File: config.mk
export PLATFORM = sky130hd
export DESIGN_NAME = gpunp_frac
export DESIGN_NICKNAME = d
export VERILOG_FILES = /design/src/hw/rtl/genotype_probability_unpacker_core_assert.svh /design/src/hw/rtl/gpunp_pkg.sv /design/src/hw/rtl/gpunp_frac.sv
export SDC_FILE = /design/constraint.sdc
export NUM_CORES = 1
export LEC_CHECK = 0
export ABC_CLOCK_PERIOD_IN_PS = 3300
export BUFFER_PORTS_ARGS = -buffer_cell sky130_fd_sc_hd__buf_2
export CAP_MARGIN = 20
export CORE_ASPECT_RATIO = 1.1
export CORE_MARGIN = 3
export CORE_UTILIZATION = 25
export CTS_CLUSTER_DIAMETER = 200
export DETAILED_ROUTE_END_ITERATION = 7
export HOLD_SLACK_MARGIN = 0.06
export PLACE_DENSITY = 0.5
export SYNTH_ARGS = -nofsm -noshare
export SYNTH_HDL_FRONTEND = slang
export SYNTH_SLANG_ARGS = --single-unit
File: constraint.sdc
create_clock -name clock -period 3.3 [get_ports clock]
set_input_delay 0.165 -clock clock [delete_from_list [all_inputs] [get_ports clock]]
set_output_delay 0.165 -clock clock [all_outputs]
set_load 0.1 [all_outputs]
File: src/hw/rtl/genotype_probability_unpacker_core_assert.svh
// Assertion macros for the unpacker core RTL
`ifndef GENOTYPE_PROBABILITY_UNPACKER_CORE_ASSERT_SVH
`define GENOTYPE_PROBABILITY_UNPACKER_CORE_ASSERT_SVH

// same-cycle implication
`define GPUNP_ASSERT_IMP(label, ante, cons) \
   label: assert property (@(posedge clock) disable iff (reset) (ante) |-> (cons)) \
      else $error("gpunp assertion failed");

// next-cycle implication
`define GPUNP_ASSERT_NXT(label, ante, cons) \
   label: assert property (@(posedge clock) disable iff (reset) (ante) |=> (cons)) \
      else $error("gpunp assertion failed");

`endif

File: src/hw/rtl/gpunp_pkg.sv
package gpunp_pkg;

   localparam int MAX_SAMPLES_DEFAULT = 4096;
   localparam int MAX_ALLELES         = 4;
   localparam int PLOIDY_CEILING      = 4;
   localparam int FRACTION_BITS       = 32;
   localparam int RESULT_CAP          = 64;

   localparam int CSR_INDEX_WIDTH = 3;
   localparam int CSR_DATA_WIDTH  = 13;

   localparam logic [CSR_INDEX_WIDTH-1:0] CSR_BITS_PER_VALUE = 3'd0;
   localparam logic [CSR_INDEX_WIDTH-1:0] CSR_ALLELE_COUNT   = 3'd1;
   localparam logic [CSR_INDEX_WIDTH-1:0] CSR_PHASED_MODE    = 3'd2;
   localparam logic [CSR_INDEX_WIDTH-1:0] CSR_PLOIDY_LIMIT   = 3'd3;
   localparam logic [CSR_INDEX_WIDTH-1:0] CSR_SAMPLE_COUNT   = 3'd4;

   localparam logic [1:0] ACT_PLOIDY = 2'd0;
   localparam logic [1:0] ACT_DATA   = 2'd1;
   localparam logic [1:0] ACT_FLUSH  = 2'd2;

   localparam logic [1:0] KIND_DECODED   = 2'd0;
   localparam logic [1:0] KIND_REMAINDER = 2'd1;
   localparam logic [1:0] KIND_MISSING   = 2'd2;
   localparam logic [1:0] KIND_PADDING   = 2'd3;

   typedef struct packed {
      logic [31:0] probability;
      logic [31:0] raw_value;
      logic [11:0] sample_index;
      logic [5:0]  slot_index;
      logic [1:0]  value_kind;
      logic        sum_overflow;
      logic        last_of_sample;
   } result_type;

   // C(a+p-1, a-1) for a in 2..4, p in 0..4
   function automatic logic [5:0] slot_count(input logic [2:0] a, input logic [2:0] p);
      logic [5:0] c;
      c = 6'd1;
      unique case (a)
         3'd3: begin
            unique case (p)
               3'd1: c = 6'd3;
               3'd2: c = 6'd6;
               3'd3: c = 6'd10;
               3'd4: c = 6'd15;
               default: c = 6'd1;
            endcase
         end
         3'd4: begin
            unique case (p)
               3'd1: c = 6'd4;
               3'd2: c = 6'd10;
               3'd3: c = 6'd20;
               3'd4: c = 6'd35;
               default: c = 6'd1;
            endcase
         end
         default: c = 6'(p) + 6'd1;
      endcase
      return c;
   endfunction

endpackage

File: src/hw/rtl/gpunp_frac.sv
module gpunp_frac (
   input  logic        clock,
   input  logic        reset,
   input  logic        start,
   input  logic [31:0] raw_value,
   input  logic [5:0]  width_n,
   output logic        done,
   output logic [31:0] fraction
);
   import gpunp_pkg::*;

   logic [31:0] acc_ff, acc_in;
   logic [5:0]  step_ff, step_in;
   logic        busy_ff, busy_in;

   // pattern doubles in length each pass: acc |= acc >> step
   assign done     = busy_ff && (step_ff >= 6'd32);
   assign fraction = acc_ff;

   always_comb begin
      acc_in  = acc_ff;
      step_in = step_ff;
      busy_in = busy_ff;
      if (start) begin
         acc_in  = raw_value << (6'd32 - width_n);
         step_in = width_n;
         busy_in = 1'b1;
      end else if (busy_ff) begin
         if (step_ff >= 6'd32) begin
            busy_in = 1'b0;
         end else begin
            acc_in  = acc_ff | (acc_ff >> step_ff);
            step_in = step_ff << 1;
         end
      end
   end

   always_ff @(posedge clock) begin
      if (reset) begin
         busy_ff <= 1'b0;
      end else begin
         busy_ff <= busy_in;
      end
      acc_ff  <= acc_in;
      step_ff <= step_in;
   end
endmodule

==> run_results.csv <==
group,metric,value,unit
worst_setup_path,critical-path-slowest-cell,"sky130_fd_sc_hd__edfxtp_1",
place,dp.cells,788,
detailed_routing,drc,0,
sta,hold-worst-slack,0.247,ns
final_layout,leading_cell_type_in_the_layout_fill_and_taps_excluded,"sky130_fd_sc_hd__buf_2",
clock_tree,postCtsResizedCells,0,
clock_tree,cts_inserted_buffers,5,
logic_synthesis,postSynthCellCount,488,
final_layout,layout-drive-gt1-share,35.3,%
detailed_routing,vias,4668,
final_layout,mostFrequentLayoutCells,"74 x sky130_fd_sc_hd__buf_2, 63 x sky130_fd_sc_hd__nand2_1, 57 x sky130_fd_sc_hd__mux4_2, 38 x sky130_fd_sc_hd__edfxtp_1, 36 x sky130_fd_sc_hd__mux2i_1",
logic_synthesis,mapped_nets,530,
worst_setup_path,worstSetupStartpointType,"flip-flop",
sta,period_share,78.6,%
detailed_routing,drt-vias-per-instance,5.86,
outcome,run_status,"complete, no violations",
die,initial_core_utilization,25.7,%
logic_synthesis,synth.top_cell.area_share,25.9,%
logic_synthesis,async_reset_ff_share,0,%
clock_tree,ctsRootBufferMaster,"sky130_fd_sc_hd__clkbuf_16",
die,boundaryPins,74,
sta,max_freq,385,MHz
sta,final-max-slew-violation-count,0,
global_routing,number_of_antenna_violations_at_the_first_check_in_global_routing,0,
clock_tree,cts-htree-levels,2,
detailed_routing,final_antenna_net_count,0,
sta,headroom_to_the_max_slew_limit,37.7,%
worst_setup_path,cp.required,3.31,ns
global_routing,largest_net_degree_at_the_start_of_global_routing,46,
die,floorplan.core_area,19300,um^2
detailed_routing,wl_cell,22.6,um
final_layout,syn2layout_area_growth,16.8,%
logic_synthesis,synth_enable_flop_cells,38,
detailed_routing,routed_wirelength,18000,um
worst_setup_path,regToRegSetupSlack,0.70,ns
die,die_width,140,um
clock_tree,tritoncts,"built",
power,total_power,2.82,mW
clock_tree,worst_setup_hold_path_clk_slew,0.06,ns
place,place_worst_setup_slack,0.606,ns
run,cap_viol_max_count,0,
worst_setup_path,crit_path_cell_trace,"buf_4, mux4_2, mux2i_1, nor2_1, o21ai_0, o2111ai_1",
logic_synthesis,ys.flop_type,"sky130_fd_sc_hd__edfxtp_1",
global_routing,grt_pass1_wl,28100,um
power,power.switching,1.33,mW
logic_synthesis,yosys-top-cells-area,"sky130_fd_sc_hd__mux4_2 26%, sky130_fd_sc_hd__edfxtp_1 23%, sky130_fd_sc_hd__mux2i_1 7.3%, sky130_fd_sc_hd__mux2_2 7.0%, sky130_fd_sc_hd__nand2_1 4.8%",
sta,tightest_slew,0.930,ns
final_layout,insertedDiodeCount,0,
power,peakVddDrop,206,uV
sta,setup_viol_count_final,0,
sta,rsz0062_at_grt,"false",
final_layout,post_layout_nonfiller_instances,797,
final_layout,filler_cell_count,2007,
die,floorplan.rows,53,
global_routing,first_global_vias,4644,
power,power_frac_seq,27.3,%
final_layout,nets,591,
detailed_routing,dr.pass1.iters,7,
clock_tree,clock_path_buffers,2,
sta,post-route-worst-setup-slack,0.705,ns
detailed_routing,drt_iter0_markers,538,
logic_synthesis,synth_sequential_area_ratio,23.4,%
logic_synthesis,synth.distinct_cells,53,
worst_setup_path,setup.worst_path.class,"reg -> reg",
power,pwr_density_cell,487,nW/um^2
place,global_placement_routability_congestion,0.910,
clock_tree,clock_sinks,39,
place,post_dp_cell_area,5630,um^2
hold_path,hold-path-cell-count,3,
sta,sum_of_negative_setup_slack,0,ns
logic_synthesis,post_synth_instance_area,4970,um^2
die,dieArea,21600,um^2
worst_setup_path,cp_data_arrival_time,2.61,ns
power,power_leakage,2.15,nW
place,place.port_buffers,73,
logic_synthesis,ys.warnings.count,0,
hold_path,holdCritPathClass,"in -> reg",
worst_setup_path,critical_path.endpoint_type,"flip-flop",
worst_setup_path,worstPathMaxFanout,19,
power,power.share.switching,47.2,%
final_layout,utilization,30.1,%
power,power_share_of_the_clock_group,19.7,%
worst_setup_path,worst_path_largest_cell_delay,0.77,ns
global_routing,gr-usage-all-layers,16.3,%
power,combPwrFrac,53.0,%
place,detailed_place_hpwl,14100,um
clock_tree,clock_insertion_delay_worst_skew,0.29,ns
die,chipHeight,154,um
logic_synthesis,syn-mean-instance-area,10.2,um^2
logic_synthesis,area_leader_netlist,"sky130_fd_sc_hd__mux4_2",
sta,final_hold_viols,0,
worst_setup_path,worstRegToRegCells,6,
sta,final.min_clock_period,2.60,ns
logic_synthesis,ys_seq_elements,39,
global_routing,globalRoute.totalOverflow,0,
final_layout,finished_cell_area,5800,um^2
sta,finalClockSkew,0.00719,ns
power,cell_internal_pwr,1.49,mW
==> sequential cells by signal, summed over array words and instances, names as in the netlist <==
name	cells
fraction	32
step_ff	6
busy_ff	1
==> power by group through the flow <==
stage / Clock [mW] / Combinational (mW) / Sequential, mW
4_1_cts: 0.564 / 1.49 / 0.769
6_report: 0.555 / 1.50 / 0.772
5_1_grt: 0.588 / 1.58 / 0.783
3_5_place_dp: 0 / 1.48 / 0.780
2_1_floorplan: 0 / 0.744 / 1.13
3_3_place_gp: 0 / 1.48 / 0.779
==> worst paths after layout <==
path                                  start           to
worst min-delay path             width_n[4]   step_ff[4]
worst max register to register   step_ff[1]  fraction[0]
worst max-delay path             step_ff[1]  fraction[0]
worst min register to register  fraction[0]  fraction[0]
==> cells by family after synthesis <==
| kind of cell | after synthesis | share of synthesized area, % |
|---|---|---|
| simple gates | 151 | 13.7 |
| mux | 124 | 40.1 |
| compound gates | 119 | 17.0 |
| buf+inv | 50 | 4.89 |
| flops | 39 | 23.4 |
| xor+xnor | 4 | 0.706 |
| fa+ha+maj | 1 | 0.252 |
==> synthesized netlist by cell type, types with 3 or more instances <==
library cell,n
sky130_fd_sc_hd__nand2_1,63
sky130_fd_sc_hd__mux4_2,57
sky130_fd_sc_hd__edfxtp_1,38
sky130_fd_sc_hd__mux2i_1,36
sky130_fd_sc_hd__nor2_1,33
sky130_fd_sc_hd__mux2_2,31
sky130_fd_sc_hd__a21oi_1,23
sky130_fd_sc_hd__nand3_1,19
sky130_fd_sc_hd__o211ai_1,19
sky130_fd_sc_hd__clkbuf_1,16
sky130_fd_sc_hd__o21ai_0,16
sky130_fd_sc_hd__buf_2,11
sky130_fd_sc_hd__nor3_1,10
sky130_fd_sc_hd__a31oi_1,7
sky130_fd_sc_hd__buf_4,7
sky130_fd_sc_hd__nor2b_1,7
sky130_fd_sc_hd__a22oi_1,6
sky130_fd_sc_hd__buf_1,6
sky130_fd_sc_hd__inv_1,6
sky130_fd_sc_hd__nand2b_1,6
sky130_fd_sc_hd__a221oi_1,5
sky130_fd_sc_hd__a311o_1,5
sky130_fd_sc_hd__o221ai_1,5
sky130_fd_sc_hd__a2bb2oi_1,4
sky130_fd_sc_hd__a32oi_1,4
sky130_fd_sc_hd__a211oi_1,3
sky130_fd_sc_hd__a21o_1,3
sky130_fd_sc_hd__a32o_1,3
sky130_fd_sc_hd__and2_1,3
sky130_fd_sc_hd__o2111ai_1,3
sky130_fd_sc_hd__o22ai_1,3
sky130_fd_sc_hd__or3_1,3
==> routing by layer <==
layer  vias up  track usage [%]  routed length [um]
li1       2091                -                   -
met1      2319             23.0                7980
met2       232             26.3                8450
met3        26             2.46                1280
met4         0             3.92                 337
met5         -                0                   0
==> worst max-delay path, delay by kind of cell (launching register included) <==
family | cells | cell delay, ns
flops | 1 | 0.77
mux | 2 | 0.59
compound gates | 2 | 0.50
buf+inv | 1 | 0.38
simple gates | 1 | 0.07
==> what timing repair did <==
action,4_1_cts,5_1_grt
setup buffers,0,0
endpoints found under the hold margin,1,0
hold buffers,1,0
==> cell type report <==
class                           count  area (um^2)  share of cell area [%]
Clock buffer                        5          125                    2.16
Clock inverter                      3         38.8                   0.669
Inverter                            8         30.0                   0.518
Multi-Input combinational cell    399         3580                    61.8
Sequential cell                    39         1160                    20.0
Tap cell                          247          309                    5.33
Timing Repair Buffer               96          551                    9.49
No activity file was read; power rests on OpenSTA's default activity.
